$ cat src/design/wsdf_pkg.sv
package wsdf_pkg;

	localparam int MAX_FRAME_BYTES_DEF = 4096;

	typedef enum logic [2:0] {
		PH_HDR0,
		PH_HDR1,
		PH_EXT16,
		PH_EXT64,
		PH_MASK,
		PH_PAYLOAD
	} phase_t;

	localparam logic [1:0] ST_OK        = 2'd0;
	localparam logic [1:0] ST_TOO_LONG  = 2'd1;
	localparam logic [1:0] ST_TRUNCATED = 2'd2;
	localparam logic [1:0] ST_CLOSED    = 2'd3;

	localparam logic [1:0] RP_NONE  = 2'd0;
	localparam logic [1:0] RP_PONG  = 2'd1;
	localparam logic [1:0] RP_CLOSE = 2'd2;

	localparam logic [3:0] OP_CLOSE = 4'h8;
	localparam logic [3:0] OP_PING  = 4'h9;

	localparam logic [6:0] LEN_EXT16 = 7'd126;
	localparam logic [6:0] LEN_EXT64 = 7'd127;

	localparam logic [2:0] EXT16_BYTES = 3'd2;
	// eight bytes: the 3-bit count wraps to zero on the last one
	localparam logic [2:0] EXT64_BYTES = 3'd0;
	localparam logic [2:0] MASK_BYTES  = 3'd4;

	typedef struct packed {
		logic [7:0] rx_byte;
		logic       stream_end;
	} in_item_t;

	typedef struct packed {
		logic [7:0]  data_byte;
		logic        has_data;
		logic        last;
		logic [3:0]  frame_opcode;
		logic        fin_flag;
		logic [12:0] frame_length;
		logic [1:0]  status;
		logic [1:0]  reply_kind;
	} out_item_t;

endpackage

$ cat src/design/wsdf_if.sv
interface wsdf_if #(parameter type T = logic);
	logic valid;
	logic ready;
	T     data;

	modport source (output valid, output data, input ready);
	modport sink (input valid, input data, output ready);
endinterface

$ cat src/design/wsdf_parser.sv
module wsdf_parser #(
	parameter int MAX_FRAME_BYTES = wsdf_pkg::MAX_FRAME_BYTES_DEF
) (
	input  logic                clk,
	input  logic                arst_n,
	input  logic                step,
	input  wsdf_pkg::in_item_t  item,
	output logic                has_res,
	output wsdf_pkg::out_item_t res
);
	import wsdf_pkg::*;

	localparam int LW = $clog2(MAX_FRAME_BYTES + 1);
	localparam logic [LW-1:0] MAX_L = LW'(MAX_FRAME_BYTES);

	phase_t          phase_q, phase_n;
	logic            fin_q, fin_n;
	logic [3:0]      op_q, op_n;
	logic            mask_q, mask_n;
	logic [LW-1:0]   len_q, len_n;
	logic            ovf_q, ovf_n;
	logic [2:0]      cnt_q, cnt_n;
	logic [31:0]     key_q, key_n;
	logic [LW-1:0]   left_q, left_n;
	logic [1:0]      idx_q, idx_n;
	logic            closed_q, closed_n;

	logic            len_done;
	logic            empty_done;
	logic [7:0]      b;
	logic [2:0]      cnt_inc;
	logic [2:0]      need;
	logic [LW:0]     shifted;

	// shift a byte into the length, keeping a sticky flag for bits pushed out
	function automatic logic [LW:0] shift_in(input logic [LW-1:0] len, input logic ovf,
			input logic [7:0] nb);
		logic [LW+7:0] w;
		w = {len, nb};
		return {ovf | (|w[LW+7:LW]), w[LW-1:0]};
	endfunction

	function automatic logic [1:0] frame_reply(input logic [3:0] op);
		logic [1:0] r;
		r = RP_NONE;
		if (op == OP_PING) r = RP_PONG;
		else if (op == OP_CLOSE) r = RP_CLOSE;
		return r;
	endfunction

	always_comb begin
		phase_n    = phase_q;
		fin_n      = fin_q;
		op_n       = op_q;
		mask_n     = mask_q;
		len_n      = len_q;
		ovf_n      = ovf_q;
		cnt_n      = cnt_q;
		key_n      = key_q;
		left_n     = left_q;
		idx_n      = idx_q;
		closed_n   = closed_q;
		has_res    = 1'b0;
		res        = '0;
		len_done   = 1'b0;
		empty_done = 1'b0;
		b          = item.rx_byte;
		cnt_inc    = cnt_q + 3'd1;
		need       = (phase_q == PH_EXT16) ? EXT16_BYTES : EXT64_BYTES;
		shifted    = '0;

		priority if (closed_q) begin
			has_res    = 1'b1;
			res.last   = 1'b1;
			res.status = ST_CLOSED;
		end else if (item.stream_end) begin
			if (phase_q != PH_HDR0) begin
				phase_n          = PH_HDR0;
				has_res          = 1'b1;
				res.last         = 1'b1;
				res.frame_opcode = op_q;
				res.fin_flag     = fin_q;
				res.status       = ST_TRUNCATED;
			end
		end else begin
			unique case (phase_q)
				PH_HDR0: begin
					fin_n   = b[7];
					op_n    = b[3:0];
					phase_n = PH_HDR1;
				end
				PH_HDR1: begin
					mask_n = b[7];
					key_n  = '0;
					cnt_n  = '0;
					len_n  = '0;
					ovf_n  = 1'b0;
					if (b[6:0] == LEN_EXT16) begin
						phase_n = PH_EXT16;
					end else if (b[6:0] == LEN_EXT64) begin
						phase_n = PH_EXT64;
					end else begin
						shifted  = shift_in('0, 1'b0, {1'b0, b[6:0]});
						ovf_n    = shifted[LW];
						len_n    = shifted[LW-1:0];
						len_done = 1'b1;
					end
				end
				PH_EXT16, PH_EXT64: begin
					shifted = shift_in(len_q, ovf_q, b);
					ovf_n   = shifted[LW];
					len_n   = shifted[LW-1:0];
					cnt_n   = cnt_inc;
					if (cnt_inc == need) len_done = 1'b1;
				end
				PH_MASK: begin
					key_n = {key_q[23:0], b};
					cnt_n = cnt_inc;
					if (cnt_inc == MASK_BYTES) begin
						cnt_n = '0;
						if (left_q == '0) empty_done = 1'b1;
						else phase_n = PH_PAYLOAD;
					end
				end
				PH_PAYLOAD: begin
					idx_n = idx_q + 2'd1;
					if (left_q != '0) left_n = left_q - LW'(1);
					has_res          = 1'b1;
					res.data_byte    = b ^ key_q[{~idx_q, 3'b000} +: 8];
					res.has_data     = 1'b1;
					res.frame_opcode = op_q;
					res.fin_flag     = fin_q;
					res.frame_length = 13'(len_q);
					res.status       = ST_OK;
					if (left_n == '0) begin
						res.last       = 1'b1;
						res.reply_kind = frame_reply(op_q);
						if (op_q == OP_CLOSE) closed_n = 1'b1;
						phase_n = PH_HDR0;
					end
				end
				default: phase_n = PH_HDR0;
			endcase
		end

		if (len_done) begin
			if (ovf_n || len_n > MAX_L) begin
				phase_n          = PH_HDR0;
				has_res          = 1'b1;
				res.last         = 1'b1;
				res.frame_opcode = op_q;
				res.fin_flag     = fin_q;
				res.status       = ST_TOO_LONG;
			end else begin
				left_n = len_n;
				idx_n  = '0;
				cnt_n  = '0;
				if (mask_n) phase_n = PH_MASK;
				else if (len_n == '0) empty_done = 1'b1;
				else phase_n = PH_PAYLOAD;
			end
		end

		if (empty_done) begin
			phase_n          = PH_HDR0;
			has_res          = 1'b1;
			res.last         = 1'b1;
			res.frame_opcode = op_q;
			res.fin_flag     = fin_q;
			res.status       = ST_OK;
			res.reply_kind   = frame_reply(op_q);
			if (op_q == OP_CLOSE) closed_n = 1'b1;
		end
	end

	always_ff @(posedge clk or negedge arst_n) begin
		if (!arst_n) begin
			phase_q  <= PH_HDR0;
			fin_q    <= 1'b0;
			op_q     <= '0;
			mask_q   <= 1'b0;
			len_q    <= '0;
			ovf_q    <= 1'b0;
			cnt_q    <= '0;
			key_q    <= '0;
			left_q   <= '0;
			idx_q    <= '0;
			closed_q <= 1'b0;
		end else if (step) begin
			phase_q  <= phase_n;
			fin_q    <= fin_n;
			op_q     <= op_n;
			mask_q   <= mask_n;
			len_q    <= len_n;
			ovf_q    <= ovf_n;
			cnt_q    <= cnt_n;
			key_q    <= key_n;
			left_q   <= left_n;
			idx_q    <= idx_n;
			closed_q <= closed_n;
		end
	end

	a_closed_sticky: assert property (@(posedge clk) disable iff (!arst_n)
		closed_q |=> closed_q)
		else $error("closed flag dropped");

	a_payload_left: assert property (@(posedge clk) disable iff (!arst_n)
		phase_q == PH_PAYLOAD |-> left_q != '0)
		else $error("payload phase with no bytes left");

	a_nonlast_is_data: assert property (@(posedge clk) disable iff (!arst_n)
		step && has_res && !res.last |-> res.has_data && phase_q == PH_PAYLOAD)
		else $error("non-final result outside payload");

endmodule

$ cat src/design/websocket_frame_deframer_top.sv
// Receive-side frame parser for the WebSocket wire format. One request on rx carries one
// received byte or a stream-end marker; each payload byte leaves on res unmasked, and a
// frame with no payload, a too-long length, a truncated stream or any traffic after a
// close gives a single result with last set. Throughput is one request per clock: the
// parse state updates combinationally between the input register and the result register,
// so a new byte is taken every cycle while res is drained. Header bytes that do not end an
// empty or too-long frame, and a stream end between frames, produce no result. The input
// stage holds its byte when the result register is full and not being taken, so rx.ready
// follows res.ready with one register of slack.
module websocket_frame_deframer_top #(
	parameter int MAX_FRAME_BYTES = wsdf_pkg::MAX_FRAME_BYTES_DEF
) (
	input logic   clk,
	input logic   arst_n,
	wsdf_if.sink   rx,
	wsdf_if.source res
);
	import wsdf_pkg::*;

	logic      valid_s1;
	in_item_t  item_s1;
	logic      out_valid_q;
	out_item_t out_item_q;
	logic      adv;
	logic      has_res;
	out_item_t res_item;

	assign adv      = valid_s1 && (!out_valid_q || res.ready);
	assign rx.ready = !valid_s1 || adv;

	wsdf_parser #(
		.MAX_FRAME_BYTES(MAX_FRAME_BYTES)
	) u_parser (
		.clk     (clk),
		.arst_n  (arst_n),
		.step    (adv),
		.item    (item_s1),
		.has_res (has_res),
		.res     (res_item)
	);

	always_ff @(posedge clk or negedge arst_n) begin
		if (!arst_n) begin
			valid_s1 <= 1'b0;
		end else if (rx.ready) begin
			valid_s1 <= rx.valid;
		end
	end

	always_ff @(posedge clk) begin
		if (rx.ready && rx.valid) item_s1 <= rx.data;
	end

	always_ff @(posedge clk or negedge arst_n) begin
		if (!arst_n) begin
			out_valid_q <= 1'b0;
		end else if (adv) begin
			out_valid_q <= has_res;
		end else if (res.ready) begin
			out_valid_q <= 1'b0;
		end
	end

	always_ff @(posedge clk) begin
		if (adv && has_res) out_item_q <= res_item;
	end

	assign res.valid = out_valid_q;
	assign res.data  = out_item_q;

	a_hold_stalled: assert property (@(posedge clk) disable iff (!arst_n)
		valid_s1 && !adv |=> valid_s1 && $stable(item_s1))
		else $error("stalled input stage lost its byte");

endmodule
$ cat src/flat_wrapper.sv
// flat-port wrapper written by rule: the top's interface ports become plain ports
module websocket_frame_deframer_top_flat import wsdf_pkg::*;
#(
	parameter int MAX_FRAME_BYTES = wsdf_pkg::MAX_FRAME_BYTES_DEF
)
  (clk, arst_n, rx_valid, rx_data, rx_ready, res_valid, res_data, res_ready);
  wsdf_if rx_i ();
  wsdf_if res_i ();
  input logic clk;
  input logic arst_n;
  input wire logic [$bits(rx_i.valid)-1:0] rx_valid;
  input wire logic [$bits(rx_i.data)-1:0] rx_data;
  output wire logic [$bits(rx_i.ready)-1:0] rx_ready;
  output wire logic [$bits(res_i.valid)-1:0] res_valid;
  output wire logic [$bits(res_i.data)-1:0] res_data;
  input wire logic [$bits(res_i.ready)-1:0] res_ready;
  assign rx_i.valid = rx_valid;
  assign rx_i.data = rx_data;
  assign rx_ready = rx_i.ready;
  assign res_valid = res_i.valid;
  assign res_data = res_i.data;
  assign res_i.ready = res_ready;
  websocket_frame_deframer_top #(.MAX_FRAME_BYTES(MAX_FRAME_BYTES)) u_core (.clk(clk), .arst_n(arst_n), .rx(rx_i), .res(res_i));
endmodule
$ cat config.mk
export PLATFORM = sky130hd
export DESIGN_NAME = websocket_frame_deframer_top_flat
export DESIGN_NICKNAME = d
export VERILOG_FILES = /design/src/design/wsdf_pkg.sv /design/src/design/wsdf_if.sv /design/src/design/wsdf_parser.sv /design/src/design/websocket_frame_deframer_top.sv /design/src/flat_wrapper.sv
export SDC_FILE = /design/constraint.sdc
export NUM_CORES = 1
export LEC_CHECK = 0
export BUFFER_PORTS_ARGS = -buffer_cell sky130_fd_sc_hd__buf_2
export CAP_MARGIN = 20
export CELL_PAD_IN_SITES_DETAIL_PLACEMENT = 1
export CELL_PAD_IN_SITES_GLOBAL_PLACEMENT = 2
export CORE_MARGIN = 3
export CORE_UTILIZATION = 41
export CTS_BUF_LIST = sky130_fd_sc_hd__clkbuf_2 sky130_fd_sc_hd__clkbuf_4 sky130_fd_sc_hd__clkbuf_8
export CTS_CLUSTER_DIAMETER = 150
export DETAILED_ROUTE_END_ITERATION = 16
export GPL_ROUTABILITY_DRIVEN = 0
export GPL_TIMING_DRIVEN = 0
export PLACE_DENSITY = 0.9
export SETUP_SLACK_MARGIN = 0.2
export SLEW_MARGIN = 10
export SYNTH_ARGS = -nofsm -noshare
export SYNTH_HDL_FRONTEND = slang
export SYNTH_SLANG_ARGS = --single-unit
$ cat constraint.sdc
create_clock -name clk -period 3.7 [get_ports clk]
set_input_delay 0.185 -clock clk [delete_from_list [all_inputs] [get_ports clk]]
set_output_delay 0.185 -clock clk [all_outputs]
set_load 0.02 [all_outputs]
# Word-level counts from Yosys, hierarchy flattened
# Cells that the tools add are included.
# totals
ff_bits	38
in_bits	5
elab_cells	98
# op_classes
n_addsub	2
order_cmp	1
n_eq_ne	7
n_mux	60
bitwise_logic	1
n_reduce_logical	17
# op_table
operator	n
13-bit two-way mux	11
3-bit two-way mux	16
13-bit zero test	3
1-bit two-way mux	27
13-bit case mux with 2 select lines	1
13-bit > comparator, second input constant	1
13-bit nonzero test	1
13-bit by 1-bit subtractor with 13-bit output, second input constant	1
3-bit case mux with 4 select lines	1
3-bit == test, second input constant	3
3-bit case mux with 3 select lines	1
8-bit OR reduction	1
3-bit by 2-bit == test with 1-bit output, second input constant	2
1-bit case mux with 2 select lines	2
3-bit by 1-bit adder with 3-bit output, second input constant	1
3-bit by 1-bit == test with 1-bit output, second input constant	1
3-bit by 2-bit == test with 1-bit output	1
3-bit zero test	1
1-bit logical OR	3
3-bit nonzero test	1
3-bit OR reduction	1
1-bit logical AND	2
1-bit zero test	2
2-bit two-way mux	1
other kinds (3)	3

# Logic depth before layout (Yosys ltp)
# depth
word_depth	15
mapped_depth	10
ltp_nobuf	8

# By module
# A second synthesis with hierarchy kept.
# unflattened
cells_unflattened	484
hier_area_um2	4657.0
# by_module_without_submodules
mod	instances	cells_per_inst	area_per_inst_um2	seq_area_each_um2
wsdf_parser	1	471	4481.8	1851.8
websocket_frame_deframer_top	1	13	175.2	110.1

# Least setup slack after synthesis
# Ideal clock, no wire load.
# synth_path
kind	register to register
from	register u_core.u_parser.left_q[0]
to	register u_core.u_parser.phase_q[0]
t_arrival_ps	2711
required_ps	3574
path_slack_ps	863
stages_incl_launch_ff	11
cell_sequence	dfrtp_1 inv_1 ha_1 clkbuf_1 or3b_2 buf_2 nor3_1 mux2i_1 nor2_1 or4_1 a221o_1
# synth_via
elab_chain_len	15
# synth_lines
element	line	text
start, declared	wsdf_parser.sv:24	logic [LW-1:0] left_q, left_n;
start signal, assigned	wsdf_parser.sv:198	left_q <= left_n;
13-bit by 1-bit subtractor with 13-bit output / 13-bit nonzero test (equally long branches)	wsdf_parser.sv:127	if (left_q != '0) left_n = left_q - LW'(1);
13-bit two-way mux	wsdf_parser.sv:127	
13-bit two-way mux	wsdf_parser.sv:86	unique case (phase_q)
13-bit two-way mux	wsdf_parser.sv:76	end else if (item.stream_end) begin
13-bit two-way mux	wsdf_parser.sv:72	priority if (closed_q) begin
13-bit zero test	wsdf_parser.sv:135	if (left_n == '0) begin
3-bit two-way mux	wsdf_parser.sv:135	
3-bit case mux with 4 select lines	wsdf_parser.sv:86	
3-bit two-way mux	wsdf_parser.sv:76	
3-bit two-way mux	wsdf_parser.sv:72	
3-bit two-way mux	wsdf_parser.sv:159	else if (len_n == '0) empty_done = 1'b1;
3-bit two-way mux	wsdf_parser.sv:158	if (mask_n) phase_n = PH_MASK;
3-bit two-way mux	wsdf_parser.sv:147	if (ovf_n || len_n > MAX_L) begin
3-bit two-way mux	wsdf_parser.sv:146	if (len_done) begin
3-bit two-way mux *	wsdf_parser.sv:164	if (empty_done) begin
end signal, assigned	wsdf_parser.sv:190	phase_q <= phase_n;
end, declared	wsdf_parser.sv:16	phase_t phase_q, phase_n;
# Mark *: on every way between the ends. The rest lies on a longest branch, timed or not. The select of a mux whose other input is x is not followed.
# A chain may end at the register's enable or synchronous reset.

# Final worst setup path
# Ends and elaborated chain as after synthesis.

==> reports/qor.csv <==
metric,value,unit
DRC,0,
Crit Path Class,reg2reg,
Max VDD drop,0.258,mV
clock sink count,37,
post-route cell area,0.00251,mm2
post-synthesis simple-gate area fraction,0.263,
xor/xnor share of the synthesized area,0.00380,
CTS tree,built,
Synthesized Nets,261,
largest family of logic cells by synthesized area,simple AND/OR/NAND/NOR gates,
die width,81.0,um
Required @ worst endpoint,3880,ps
Setup crit start,u_core.u_parser.left_q[0],
Cell variety after synth,58,
Initial Util,0.437,
hold buffers post-CTS,0,
Synth area leader,dfrtp_1,
failing checks,negative hold slack,
status,"finished, violations left",
dpl ws,472,ps
Port Buffers,6,
Inserted Diodes,0,
synth warn,0,
"EDFF count, synth",1,
register bit total from synthesis,37,
Total GRT Usage,0.219,
root buf cell,clkbuf_8,
"Setup violations, final",0,
largest net degree at the start of global routing,37,
global-route wire length before repair,10.9,mm
Fin. Hold Viols,35,
CTS resizes,0,
grt ovf,0,
DP Area,0.00242,mm2
core area,0.00527,mm2
fraction of layout instances using a drive strength above 1,0.124,
I/O pin total,8,
max_cap viols,0,
worst-margin pin slew,824,ps
HPWL after DPL,4.71,mm
maximum clock rate,307,MHz
Cell Rows,26,
worst-case hold slack,-24.6,ps
H-tree depth,2,
Main synth FF type,dfrtp_1,
"Data arrival, critical path",3440,ps
initial antenna violation count,0,
Via Count,2061,
Setup Buffers After CTS,0,
Post-synth ARST share,0.973,
largest cells by area after synthesis,"dfrtp_1 (39%), o21ai_0 (3.5%), nand2_1 (3.4%)",
Fin Setup TNS,0,ps
CTS buffer count,5,
Synth Cell Area,0.00230,mm2
share of the synthesized area in the top cell type,0.391,
DRT iter0 DRCs,104,
number of global-route vias before repair,2134,
PwrDens,586,mW/mm2
TritonRoute pass-1 iters,5,
"Clk Latency, worst-skew pair",300,ps
"Reg clk slew, reported paths",90,ps
filler cell count,635,
CP Capture Type,flip-flop,
mux cell area share after synthesis,0.0179,
Synth Area in Compound Gates,0.246,
Leak,0.960,nW
Post-Route Skew,8.02,ps
Worst R2R Start,u_core.u_parser.left_q[0],
crit path time final,3250,ps
Slew HR,0.451,
WL per Instance,19.2,um
Syn Area/Cell,9.11,um2
most frequent cells after synthesis,"dfrtp_1 (36), nand2_1 (21), o21ai_0 (16), and2_1 (12), nor3_1 (12)",
most frequent cell after synthesis,dfrtp_1,
Syn Inst Count,253,
period utilization,0.880,
Layout area overhead,9.07,%
die footprint,0.00656,mm2
Final Worst Setup Slack,446,ps
crit path max fanout,9,
sequential cell area fraction in the yosys report,0.404,
CTS max path bufs,2,
worst hold path class,in2async,
via/cell ratio,6.12,
RSZ-0062 raised after global routing,false,
Routed Antenna Nets,0,
final WL,6.47,mm
Max Slew Vio Count,0,
die height,81.0,um
adder-cell share of the synthesized area,0.0163,
Final Net Count,274,
crit path launch type,flip-flop,
[kinds of logic after synthesis]
family          after synthesis
compound gates               76
xor+xnor                      1
fa+ha+maj                     3
buf+inv                      24
flops                        37
mux                           4
other cells                   1
simple gates                107
[cells in the final DEF, fill, tap and decap left out, types with 3 or more instances in the layout]
| cell | instances |
|---|---|
| nor3b_1 | 4 |
| nor4_1 | 8 |
| dfrtp_1 | 36 |
| a21oi_1 | 11 |
| mux2i_1 | 3 |
| or4_1 | 7 |
| o22ai_1 | 3 |
| a22o_1 | 7 |
| a221o_1 | 4 |
| nor2b_1 | 3 |
| nand2_1 | 21 |
| clkbuf_1 | 11 |
| o21a_1 | 4 |
| clkbuf_8 | 5 |
| inv_1 | 7 |
| ha_1 | 3 |
| o21ai_0 | 16 |
| clkinvlp_4 | 3 |
| buf_2 | 9 |
| nor3_1 | 12 |
| o31ai_1 | 4 |
| or3_1 | 4 |
| nor2_1 | 10 |
| nand3_1 | 6 |
| nand2b_1 | 7 |
| and2_1 | 12 |
[area by class of cell]
type	count	area (um2)	share of cell area
plain buffers	17	82.6	0.0329
inverters	7	26.3	0.0105
well taps	70	87.6	0.0348
clock inverters	3	22.5	0.00896
multi-input cells	192	1260	0.503
flip-flops and latches	37	931	0.370
clock buffers	5	68.8	0.0274
repair buffers	6	30.0	0.0119
[stage by stage]
step | total power [mW] | cells | utilization | hold WS [ps]
floorplan | 1.00 | 253 | - | -111
detailed placement | 1.18 | 329 | 0.460 | 335
global placement | 1.16 | 329 | 0.460 | 332
CTS | 1.48 | 337 | 0.477 | 6.60
global route | 1.58 | 337 | 0.477 | 39.0
finish | 1.47 | 337 | 0.477 | -24.6
[routing by layer]
layer | wire length (um) | vias to the layer above | track usage
met3 | 219 | 9 | 0.0432
li1 | - | 984 | -
met2 | 3060 | 27 | 0.358
met5 | 0 | - | 0
met4 | 95 | 0 | 0.0642
met1 | 3090 | 1041 | 0.294
[state kept, by name, summed over array words and instances (netlist names)]
name,count
u_core.u_parser.left_q,13
u_core.u_parser.len_q,13
u_core.u_parser.cnt_q,3
u_core.u_parser.phase_q,3
u_core.item_s1,1
u_core.res.valid,1
u_core.u_parser.mask_q,1
u_core.u_parser.ovf_q,1
u_core.valid_s1,1
[final timing paths]
path                            slack (ps)                    endpoint  cells after the start
worst max-delay path                   450  u_core.u_parser.phase_q[0]                     10
worst min register to register         490    u_core.u_parser.len_q[6]                      1
worst max register to register         450  u_core.u_parser.phase_q[0]                     10
min in group clk                        60           u_core.item_s1[0]                      1
worst min-delay path                   -20   u_core.u_parser.left_q[2]                      1
max in group asynchronous             3200   u_core.u_parser.left_q[7]                      1
[where the power goes]
group | switching, mW | total [mW] | leakage (nW) | internal [mW]
clock | 0.160 | 0.292 | 0.0364 | 0.132
combinational | 0.370 | 0.599 | 0.438 | 0.229
sequential | 0.0983 | 0.581 | 0.485 | 0.483
total | 0.628 | 1.47 | 0.960 | 0.844
[worst max-delay path: stages (launching register included)]
cell      delay (ps)
dfrtp_1          460
inv_1            130
ha_1             150
clkbuf_1         300
or3b_2           470
buf_2            180
nor3_1           200
mux2i_1          310
nor2_1            80
or4_1            510
a221o_1          340
(Power assumes the default switching activity.)
